===== src/rtl/cprf_pkg.sv =====
// Shared types and constants for the coalescing paint request FIFO.
package cprf_pkg;

  localparam int DEPTH_DEF       = 16;
  localparam int WINDOW_BITS_DEF = 16;
  localparam int COORD_BITS_DEF  = 16;
  localparam int OCC_BITS        = 5;

  localparam logic OP_ENQ = 1'b0;
  localparam logic OP_DEQ = 1'b1;

  typedef enum logic [1:0] {
    ST_OK     = 2'd0,
    ST_MERGED = 2'd1,
    ST_FULL   = 2'd2,
    ST_EMPTY  = 2'd3
  } status_t;

  typedef enum logic [1:0] {
    S_IDLE = 2'd0,
    S_EXEC = 2'd1,
    S_OUT  = 2'd2
  } state_t;

  // Controller to datapath commands
  typedef struct packed {
    logic load;   // capture the request on an input transfer
    logic exec;   // apply the captured request, load the result register
  } cmd_t;

endpackage


===== src/rtl/cprf_if.sv =====
// Request and response channel interfaces of the coalescing paint request FIFO.
interface cprf_req_if #(
  parameter int WINDOW_BITS = cprf_pkg::WINDOW_BITS_DEF,
  parameter int COORD_BITS  = cprf_pkg::COORD_BITS_DEF
);
  logic                          valid;
  logic                          ready;
  logic                          op;
  logic        [WINDOW_BITS-1:0] window_id;
  logic signed [COORD_BITS-1:0]  rect_left;
  logic signed [COORD_BITS-1:0]  rect_top;
  logic signed [COORD_BITS-1:0]  rect_right;
  logic signed [COORD_BITS-1:0]  rect_bottom;

  modport source (output valid, op, window_id, rect_left, rect_top, rect_right, rect_bottom,
                  input ready);
  modport sink   (input valid, op, window_id, rect_left, rect_top, rect_right, rect_bottom,
                  output ready);
endinterface

interface cprf_rsp_if #(
  parameter int WINDOW_BITS = cprf_pkg::WINDOW_BITS_DEF,
  parameter int COORD_BITS  = cprf_pkg::COORD_BITS_DEF,
  parameter int OCC_BITS    = cprf_pkg::OCC_BITS
);
  logic                          valid;
  logic                          ready;
  logic        [1:0]             status;
  logic                          notify;
  logic        [WINDOW_BITS-1:0] out_window;
  logic signed [COORD_BITS-1:0]  out_left;
  logic signed [COORD_BITS-1:0]  out_top;
  logic signed [COORD_BITS-1:0]  out_right;
  logic signed [COORD_BITS-1:0]  out_bottom;
  logic        [OCC_BITS-1:0]    occupancy;

  modport source (output valid, status, notify, out_window, out_left, out_top, out_right,
                  out_bottom, occupancy, input ready);
  modport sink   (input valid, status, notify, out_window, out_left, out_top, out_right,
                  out_bottom, occupancy, output ready);
endinterface


===== src/rtl/cprf_ctrl.sv =====
// Sequencing state machine: accept, execute, hold result until transfer.
module cprf_ctrl (
  input  logic          clk,
  input  logic          rst,
  input  logic          in_valid,
  output logic          in_ready,
  output logic          out_valid,
  input  logic          out_ready,
  output cprf_pkg::cmd_t cmd
);
  import cprf_pkg::*;

  state_t state, state_next;

  always_ff @(posedge clk) begin
    if (rst) begin
      state <= S_IDLE;
    end else begin
      state <= state_next;
    end
  end

  always_comb begin
    state_next = state;
    case (state)
      S_IDLE: begin
        if (in_valid) state_next = S_EXEC;
      end
      S_EXEC: begin
        state_next = S_OUT;
      end
      S_OUT: begin
        if (out_ready) state_next = S_IDLE;
      end
      default: begin
        state_next = S_IDLE;
      end
    endcase
  end

  always_comb begin
    in_ready  = 1'b0;
    out_valid = 1'b0;
    cmd       = '0;
    case (state)
      S_IDLE: begin
        in_ready = 1'b1;
        cmd.load = in_valid;
      end
      S_EXEC: begin
        cmd.exec = 1'b1;
      end
      S_OUT: begin
        out_valid = 1'b1;
      end
      default: begin
        in_ready = 1'b0;
      end
    endcase
  end

endmodule


===== src/rtl/cprf_dpath.sv =====
// Entry store, ring pointers, merge logic and result register.
module cprf_dpath #(
  parameter int DEPTH       = cprf_pkg::DEPTH_DEF,
  parameter int WINDOW_BITS = cprf_pkg::WINDOW_BITS_DEF,
  parameter int COORD_BITS  = cprf_pkg::COORD_BITS_DEF
) (
  input  logic                            clk,
  input  logic                            rst,
  input  cprf_pkg::cmd_t                  cmd,
  input  logic                            op,
  input  logic        [WINDOW_BITS-1:0]   window_id,
  input  logic signed [COORD_BITS-1:0]    rect_left,
  input  logic signed [COORD_BITS-1:0]    rect_top,
  input  logic signed [COORD_BITS-1:0]    rect_right,
  input  logic signed [COORD_BITS-1:0]    rect_bottom,
  output logic        [1:0]               status,
  output logic                            notify,
  output logic        [WINDOW_BITS-1:0]   out_window,
  output logic signed [COORD_BITS-1:0]    out_left,
  output logic signed [COORD_BITS-1:0]    out_top,
  output logic signed [COORD_BITS-1:0]    out_right,
  output logic signed [COORD_BITS-1:0]    out_bottom,
  output logic        [cprf_pkg::OCC_BITS-1:0] occupancy
);
  import cprf_pkg::*;

  localparam int PTR_BITS   = $clog2(DEPTH);
  localparam int CNT_BITS   = $clog2(DEPTH + 1);
  localparam int ENTRY_BITS = WINDOW_BITS + 4 * COORD_BITS;
  localparam logic [PTR_BITS-1:0] LAST_SLOT = PTR_BITS'(DEPTH - 1);
  localparam logic [CNT_BITS-1:0] FULL_CNT  = CNT_BITS'(DEPTH);

  // entry layout: window, left, top, right, bottom
  logic [ENTRY_BITS-1:0] mem [DEPTH];
  logic [ENTRY_BITS-1:0] rd_head;
  logic [ENTRY_BITS-1:0] rd_newest;

  logic [PTR_BITS-1:0] head_index;
  logic [PTR_BITS-1:0] tail_index;
  logic [PTR_BITS-1:0] newest_index;
  logic [CNT_BITS-1:0] entry_count;

  // captured request
  logic                          req_op;
  logic        [WINDOW_BITS-1:0] req_win;
  logic signed [COORD_BITS-1:0]  req_l, req_t, req_r, req_b;

  logic        [WINDOW_BITS-1:0] nw_win;
  logic signed [COORD_BITS-1:0]  nw_l, nw_t, nw_r, nw_b;
  logic signed [COORD_BITS-1:0]  mg_l, mg_t, mg_r, mg_b;

  logic                is_empty, is_full, do_merge, do_append, do_pop;
  logic                wr_en;
  logic [PTR_BITS-1:0] wr_addr;
  logic [ENTRY_BITS-1:0] wr_data;
  status_t             st_next;
  logic [CNT_BITS-1:0] count_next;
  logic [CNT_BITS+OCC_BITS-1:0] occ_wide;

  assign newest_index = (tail_index == '0) ? LAST_SLOT : tail_index - 1'b1;

  // two registered read ports: oldest and newest entry
  always_ff @(posedge clk) begin
    rd_head   <= mem[head_index];
    rd_newest <= mem[newest_index];
    if (wr_en) mem[wr_addr] <= wr_data;
  end

  always_ff @(posedge clk) begin
    if (cmd.load) begin
      req_op  <= op;
      req_win <= window_id;
      req_l   <= rect_left;
      req_t   <= rect_top;
      req_r   <= rect_right;
      req_b   <= rect_bottom;
    end
  end

  assign {nw_win, nw_l, nw_t, nw_r, nw_b} = rd_newest;

  assign mg_l = (req_l < nw_l) ? req_l : nw_l;
  assign mg_t = (req_t < nw_t) ? req_t : nw_t;
  assign mg_r = (req_r > nw_r) ? req_r : nw_r;
  assign mg_b = (req_b > nw_b) ? req_b : nw_b;

  assign is_empty  = (entry_count == '0);
  assign is_full   = (entry_count == FULL_CNT);
  assign do_merge  = (req_op == OP_ENQ) && !is_empty && (nw_win == req_win);
  assign do_append = (req_op == OP_ENQ) && !do_merge && !is_full;
  assign do_pop    = (req_op == OP_DEQ) && !is_empty;

  always_comb begin
    wr_en      = cmd.exec && (do_merge || do_append);
    wr_addr    = do_merge ? newest_index : tail_index;
    wr_data    = do_merge ? {nw_win, mg_l, mg_t, mg_r, mg_b}
                          : {req_win, req_l, req_t, req_r, req_b};
    count_next = entry_count;
    if (do_append) count_next = entry_count + 1'b1;
    else if (do_pop) count_next = entry_count - 1'b1;
    if (req_op == OP_DEQ) st_next = is_empty ? ST_EMPTY : ST_OK;
    else if (do_merge)    st_next = ST_MERGED;
    else if (is_full)     st_next = ST_FULL;
    else                  st_next = ST_OK;
  end

  always_ff @(posedge clk) begin
    if (rst) begin
      head_index  <= '0;
      tail_index  <= '0;
      entry_count <= '0;
    end else if (cmd.exec) begin
      entry_count <= count_next;
      if (do_append) tail_index <= (tail_index == LAST_SLOT) ? '0 : tail_index + 1'b1;
      if (do_pop)    head_index <= (head_index == LAST_SLOT) ? '0 : head_index + 1'b1;
    end
  end

  // count is wrapped to the occupancy field width
  assign occ_wide = {{OCC_BITS{1'b0}}, count_next};

  always_ff @(posedge clk) begin
    if (cmd.exec) begin
      status    <= st_next;
      notify    <= do_append;
      occupancy <= occ_wide[OCC_BITS-1:0];
      if (do_pop) begin
        {out_window, out_left, out_top, out_right, out_bottom} <= rd_head;
      end else begin
        {out_window, out_left, out_top, out_right, out_bottom} <= '0;
      end
    end
  end

endmodule


===== src/rtl/coalescing_paint_request_fifo_core.sv =====
// Coalescing paint request FIFO: one request accepted, one result per request.
// The request is captured on its transfer; the execute state loads the result
// register, and the result is offered in the output state until it is taken.
// Requests are handled one at a time (accept, execute, result transfer) by the
// sequencer; no new request is accepted before the result transfer, so result stalls hold it off.
// Reset (rst, synchronous): FIFO emptied, head/tail cleared, controller idle;
// entry store contents are not cleared.
module coalescing_paint_request_fifo_core #(
  parameter int DEPTH       = cprf_pkg::DEPTH_DEF,
  parameter int WINDOW_BITS = cprf_pkg::WINDOW_BITS_DEF,
  parameter int COORD_BITS  = cprf_pkg::COORD_BITS_DEF
) (
  input  logic       clk,
  input  logic       rst,
  cprf_req_if.sink   req,
  cprf_rsp_if.source rsp
);
  import cprf_pkg::*;

  cmd_t cmd;

  cprf_ctrl u_ctrl (
    .clk       (clk),
    .rst       (rst),
    .in_valid  (req.valid),
    .in_ready  (req.ready),
    .out_valid (rsp.valid),
    .out_ready (rsp.ready),
    .cmd       (cmd)
  );

  cprf_dpath #(
    .DEPTH       (DEPTH),
    .WINDOW_BITS (WINDOW_BITS),
    .COORD_BITS  (COORD_BITS)
  ) u_dpath (
    .clk         (clk),
    .rst         (rst),
    .cmd         (cmd),
    .op          (req.op),
    .window_id   (req.window_id),
    .rect_left   (req.rect_left),
    .rect_top    (req.rect_top),
    .rect_right  (req.rect_right),
    .rect_bottom (req.rect_bottom),
    .status      (rsp.status),
    .notify      (rsp.notify),
    .out_window  (rsp.out_window),
    .out_left    (rsp.out_left),
    .out_top     (rsp.out_top),
    .out_right   (rsp.out_right),
    .out_bottom  (rsp.out_bottom),
    .occupancy   (rsp.occupancy)
  );

endmodule

===== src/flat_wrapper.sv =====
// flat-port wrapper written by rule: the top's interface ports become plain ports
module coalescing_paint_request_fifo_core_flat import cprf_pkg::*;
#(
  parameter int DEPTH       = cprf_pkg::DEPTH_DEF,
  parameter int WINDOW_BITS = cprf_pkg::WINDOW_BITS_DEF,
  parameter int COORD_BITS  = cprf_pkg::COORD_BITS_DEF
)
  (clk, rst, req_valid, req_op, req_window_id, req_rect_left, req_rect_top, req_rect_right, req_rect_bottom, req_ready, rsp_valid, rsp_status, rsp_notify, rsp_out_window, rsp_out_left, rsp_out_top, rsp_out_right, rsp_out_bottom, rsp_occupancy, rsp_ready);
  cprf_req_if #(.WINDOW_BITS(WINDOW_BITS), .COORD_BITS(COORD_BITS)) req_i ();
  cprf_rsp_if #(.WINDOW_BITS(WINDOW_BITS), .COORD_BITS(COORD_BITS)) rsp_i ();
  input  logic clk;
  input  logic rst;
  input wire logic [$bits(req_i.valid)-1:0] req_valid;
  input wire logic [$bits(req_i.op)-1:0] req_op;
  input wire logic [$bits(req_i.window_id)-1:0] req_window_id;
  input wire logic [$bits(req_i.rect_left)-1:0] req_rect_left;
  input wire logic [$bits(req_i.rect_top)-1:0] req_rect_top;
  input wire logic [$bits(req_i.rect_right)-1:0] req_rect_right;
  input wire logic [$bits(req_i.rect_bottom)-1:0] req_rect_bottom;
  output wire logic [$bits(req_i.ready)-1:0] req_ready;
  output wire logic [$bits(rsp_i.valid)-1:0] rsp_valid;
  output wire logic [$bits(rsp_i.status)-1:0] rsp_status;
  output wire logic [$bits(rsp_i.notify)-1:0] rsp_notify;
  output wire logic [$bits(rsp_i.out_window)-1:0] rsp_out_window;
  output wire logic [$bits(rsp_i.out_left)-1:0] rsp_out_left;
  output wire logic [$bits(rsp_i.out_top)-1:0] rsp_out_top;
  output wire logic [$bits(rsp_i.out_right)-1:0] rsp_out_right;
  output wire logic [$bits(rsp_i.out_bottom)-1:0] rsp_out_bottom;
  output wire logic [$bits(rsp_i.occupancy)-1:0] rsp_occupancy;
  input wire logic [$bits(rsp_i.ready)-1:0] rsp_ready;
  assign req_i.valid = req_valid;
  assign req_i.op = req_op;
  assign req_i.window_id = req_window_id;
  assign req_i.rect_left = req_rect_left;
  assign req_i.rect_top = req_rect_top;
  assign req_i.rect_right = req_rect_right;
  assign req_i.rect_bottom = req_rect_bottom;
  assign req_ready = req_i.ready;
  assign rsp_valid = rsp_i.valid;
  assign rsp_status = rsp_i.status;
  assign rsp_notify = rsp_i.notify;
  assign rsp_out_window = rsp_i.out_window;
  assign rsp_out_left = rsp_i.out_left;
  assign rsp_out_top = rsp_i.out_top;
  assign rsp_out_right = rsp_i.out_right;
  assign rsp_out_bottom = rsp_i.out_bottom;
  assign rsp_occupancy = rsp_i.occupancy;
  assign rsp_i.ready = rsp_ready;
  coalescing_paint_request_fifo_core #(.DEPTH(DEPTH), .WINDOW_BITS(WINDOW_BITS), .COORD_BITS(COORD_BITS)) u_core (.clk(clk), .rst(rst), .req(req_i), .rsp(rsp_i));
endmodule

===== config.mk =====
export PLATFORM = sky130hd
export DESIGN_NAME = coalescing_paint_request_fifo_core_flat
export DESIGN_NICKNAME = d
export VERILOG_FILES = /design/src/rtl/cprf_pkg.sv /design/src/rtl/cprf_if.sv /design/src/rtl/cprf_ctrl.sv /design/src/rtl/cprf_dpath.sv /design/src/rtl/coalescing_paint_request_fifo_core.sv /design/src/flat_wrapper.sv
export SDC_FILE = /design/constraint.sdc
export NUM_CORES = 2
export LEC_CHECK = 0
export BUFFER_PORTS_ARGS = -buffer_cell sky130_fd_sc_hd__buf_2
export CAP_MARGIN = 0
export CORE_MARGIN = 1
export CORE_UTILIZATION = 63
export CTS_CLUSTER_DIAMETER = 60
export CTS_CLUSTER_SIZE = 30
export DETAILED_ROUTE_END_ITERATION = 8
export HOLD_SLACK_MARGIN = 0.05
export PLACE_DENSITY = 0.8
export SETUP_SLACK_MARGIN = 0.02
export SLEW_MARGIN = 25
export SYNTH_ARGS = -nofsm -noshare
export SYNTH_HDL_FRONTEND = slang
export SYNTH_SLANG_ARGS = --single-unit
export TNS_END_PERCENT = 30

===== constraint.sdc =====
create_clock -name clk -period 8.5 [get_ports clk]
set_clock_uncertainty 0.15 [all_clocks]
set_input_delay 0.85 -clock clk [delete_from_list [all_inputs] [get_ports clk]]
set_output_delay 0.85 -clock clk [all_outputs]
set_load 0.01 [all_outputs]

==> impl_metrics.csv <==
group,metric,value,unit
critical_path,slowest_delay,0.78,ns
clock_network,path_clk_slew,0.09,ns
clock_network,ctsResizeCount,0,
clock_network,htree_levels,3,
die,die_area,114000,um^2
die,placementRows,122,
pwr,power,15.4,mW
sta,fmax,186,MHz
worst_hold_path,holdPathEnd,"u_core.u_dpath.req_l[15]",
place,port_buffers,174,
critical_path,reg2regPathDepth,9,
critical_path,arrival,5.57,ns
sta,rsz0062_at_grt,"false",
yosys,ys_seq_elements,1624,
yosys,syn-num-nets,3761,
layout,top_register,"u_core.u_dpath.mem",
drt,first_iter_violations,5248,
yosys,synth_compound_area_share,3.07,%
critical_path,worstPathRequired,8.69,ns
pwr,power_density,199,nW/um^2
pwr,p_sw_share,23.3,%
yosys,synthMuxAreaShare,23.7,%
yosys,synthXorXnorAreaFrac,0.346,%
drt,dr.pass1.iters,8,
drt,remaining_drc_errors,0,
clock_network,cts.sink_count,1624,
sta,min_period_over_period,63.2,%
flow_run,drv_cap,0,
layout,final_layout_size_suffix_gt1_share,32.3,%
pwr,switching_power,3.59,mW
sta,period_minus_slack,5.38,ns
global_route,grt_use_total,30.8,%
clock_network,ctsHoldBuffers,0,
place,dp_cells,5072,
critical_path,r2r_slack,3.12,ns
clock_network,clkLatencyLatePin,0.73,ns
worst_hold_path,min_path_type,"in2reg",
sta,whs,0.138,ns
drt,ant_nets,0,
clock_network,cts_root_buf,"clkbuf_16",
global_route,antenna_found_initial,2,
place,hpwl,91400,um
sta,finalHoldViolCount,0,
clock_network,postCtsSetupRepairBufs,0,
sta,layout_setup_ws,3.12,ns
critical_path,path_common_cell,"buf_4",
critical_path,cp_max_fo,39,
critical_path,cp-start-kind,"flip-flop",
sta,relSlewSlack,21.5,%
yosys,async_flop_share,0,%
critical_path,reg2reg_from,"u_core.u_dpath.req_win[5]",
critical_path,crit_chain,"xor2_1, nor4_1, nand3_1, or2_4, nor4_2, a41oi_2, nor2_4, buf_4, buf_4",
layout,diodes,0,
global_route,grt_pass1_vias,38500,
worst_hold_path,holdPathStages,1,
drt,avgViaCountPerCell,7.32,
run_status,status,"complete, no violations",
yosys,syn-cell-area,70800,um^2
die,die_w,337,um
global_route,grt_pass1_wl,253000,um
critical_path,r2r_end,"u_core.u_dpath.mem[6][41]",
yosys,synth_cell_types,63,
layout,nets,3852,
worst_hold_path,min-delay-start,"req_rect_left[15]",
sta,finalMaxSlewViolations,0,
die,core,111000,um^2
layout,area_growth,9.14,%
global_route,grt_overflow_total,0,
die,die_y,337,um
layout,fillers,6568,
die,start_util,63.8,%
yosys,synth_top_family_by_area,"multiplexers",
critical_path,slowest_stage,"buf_4",
yosys,synth-adder-area-share,1.22,%
clock_network,cts_made_buffers,110,
sta,tightestPinTransition,1.16,ns
place,gp_congestion,0.809,
die,io_pins,175,
pwr,ir_worst_vdd,0.000190,V
drt,drt_wl_total,173000,um
layout,fin_cells,5282,
yosys,seq_area_frac_synth,66.4,%
drt,wire_per_inst,32.7,um
pwr,power_frac_comb,4.6,%
yosys,ys.flop_type,"edfxtp_1",
layout,top_regs,"u_core.u_dpath.mem (1280), u_core.u_dpath.rd_head (80), u_core.u_dpath.rd_newest (80)",
clock_network,cts_max_path_buffers,3,
sta,final-setup-viol-count,0,
clock_network,cts_tree,"yes",
yosys,synth_edf_count,1449,
global_route,grt_max_degree,164,
pwr,p_clk_share,37.4,%
yosys,yosys.area_share.simple,3.35,%
yosys,avgSynthCellArea,19.6,um^2
pwr,seq_power_share,58.0,%
yosys,ys_warn_count,0,
place,dp_worst_setup_slack,3.13,ns
yosys,syn_inst,3607,
critical_path,criticalPathCategory,"reg2reg",
layout,largest_reg_flops,1280,
critical_path,endpoint_kind,"flip-flop",
drt,vias,38650,
pwr,p_leak,23.9,nW
pwr,intPower,11.8,mW
sta,setup-tns-final,0,ns
[cells in the final DEF (no fill, tap or decap), types with 13 or more instances in the layout]
master and instances:
mux2_1 43, mux4_2 720, a211oi_1 86, nor3_1 21, buf_4 52, buf_2 174
buf_12 13, inv_1 70, ha_1 68, nand4_1 13, o21ai_1 16, clkinv_8 16
and2_1 161, inv_8 18, clkbuf_16 112, a21oi_1 37, inv_6 24, nand2_1 184
nor2_1 41, dfxtp_1 171, xor2_1 18, edfxtp_1 1449, o22a_1 14, nor2_4 18
o221a_2 14, a31oi_1 86
[power groups by stage]
stage	Sequential, mW	Clock [mW]	Combinational [mW]
after floorplan	9.05	0	0.464
after global placement	9.08	0	0.683
after detailed placement	9.09	0	0.694
after CTS	8.90	5.79	0.701
after global routing	8.92	6.06	0.755
final	8.91	5.75	0.707
[worst max-delay path by stage]
stage	start	end	slack, ns	depth (start not counted)
2_1_floorplan	u_core.u_ctrl.state[1]	u_core.u_dpath.mem[7][0]	1.18	7
3_3_place_gp	u_core.u_dpath.req_win[2]	u_core.u_dpath.mem[6][62]	3.17	9
3_5_place_dp	u_core.u_dpath.req_win[2]	u_core.u_dpath.mem[6][41]	3.13	9
4_1_cts	u_core.u_dpath.req_win[2]	u_core.u_dpath.mem[6][50]	3.11	9
5_1_grt	u_core.u_dpath.req_win[2]	u_core.u_dpath.mem[6][46]	2.81	9
6_report	u_core.u_dpath.req_win[5]	u_core.u_dpath.mem[6][41]	3.12	9
[per-layer routing]
layer / track usage, % / wire length [um] / vias up
met2: 49.6 / 84800 / 2801
li1: - / - / 15275
met5: 0 / 8 / -
met1: 42.9 / 62900 / 20202
met3: 5.66 / 19000 / 370
met4: 10.9 / 5900 / 2
[critical path, delay by kind of cell, from the launching register on]
kind / cells / cell delay [ns]
AND/OR/NAND/NOR: 5 / 2.33
XOR/XNOR: 1 / 0.24
buffers and inverters: 2 / 1.38
flip-flops: 1 / 0.64
AO/OA/AOI/OAI: 1 / 0.16
[cell usage after synthesis, types with 3 or more instances]
master	n	area share, %
a211oi_1	87	0.92
a21o_1	4	0.042
a21oi_1	38	0.27
a31oi_1	86	0.76
a41oi_2	3	0.069
and2_1	162	1.4
buf_1	40	0.21
buf_2	41	0.29
buf_4	5	0.053
clkbuf_1	174	0.92
dfxtp_1	175	4.9
edfxtp_1	1449	61
ha_1	69	1.2
inv_1	71	0.38
mux2_1	43	0.68
mux2_2	5	0.080
mux4_2	720	23
nand2_1	184	0.98
nand2b_1	4	0.035
nand3_1	12	0.085
nand4_1	13	0.11
nor2_1	58	0.31
nor2b_1	4	0.035
nor3_1	21	0.15
nor4_1	4	0.035
o211ai_1	3	0.032
o21ai_0	12	0.085
o21ai_1	16	0.11
o221a_2	14	0.22
o22a_1	14	0.17
o31ai_1	3	0.032
xnor2_1	10	0.12
xor2_1	18	0.22
[kinds of logic after synthesis]
family	after synthesis
AOI/OAI and AO/OA	306
xor gates and xnor gates	28
buffers and inverters	335
muxes	769
and+or+nand+nor	476
DFF	1624
adders and majority gates	69
[final cells by class]
type	count	area, um^2	share of cell area, %
sequential	1624	47000	60.9
multi-input combinational	1648	22600	29.3
clock buffer	115	2810	3.64
tap	1488	1860	2.41
timing repair buffer	241	1560	2.02
clock inverter	93	1100	1.43
inverter	73	279	0.361
[stage by stage]
| step | utilization [%] | area [um^2] |
|---|---|---|
| after floorplan | - | 70800 |
| after global placement | 66.0 | 73300 |
| after detailed placement | 66.0 | 73300 |
| after CTS | 69.6 | 77200 |
| after global routing | 69.6 | 77200 |
| final | 69.6 | 77200 |
Note: power is estimated with default switching activity, not from simulation.
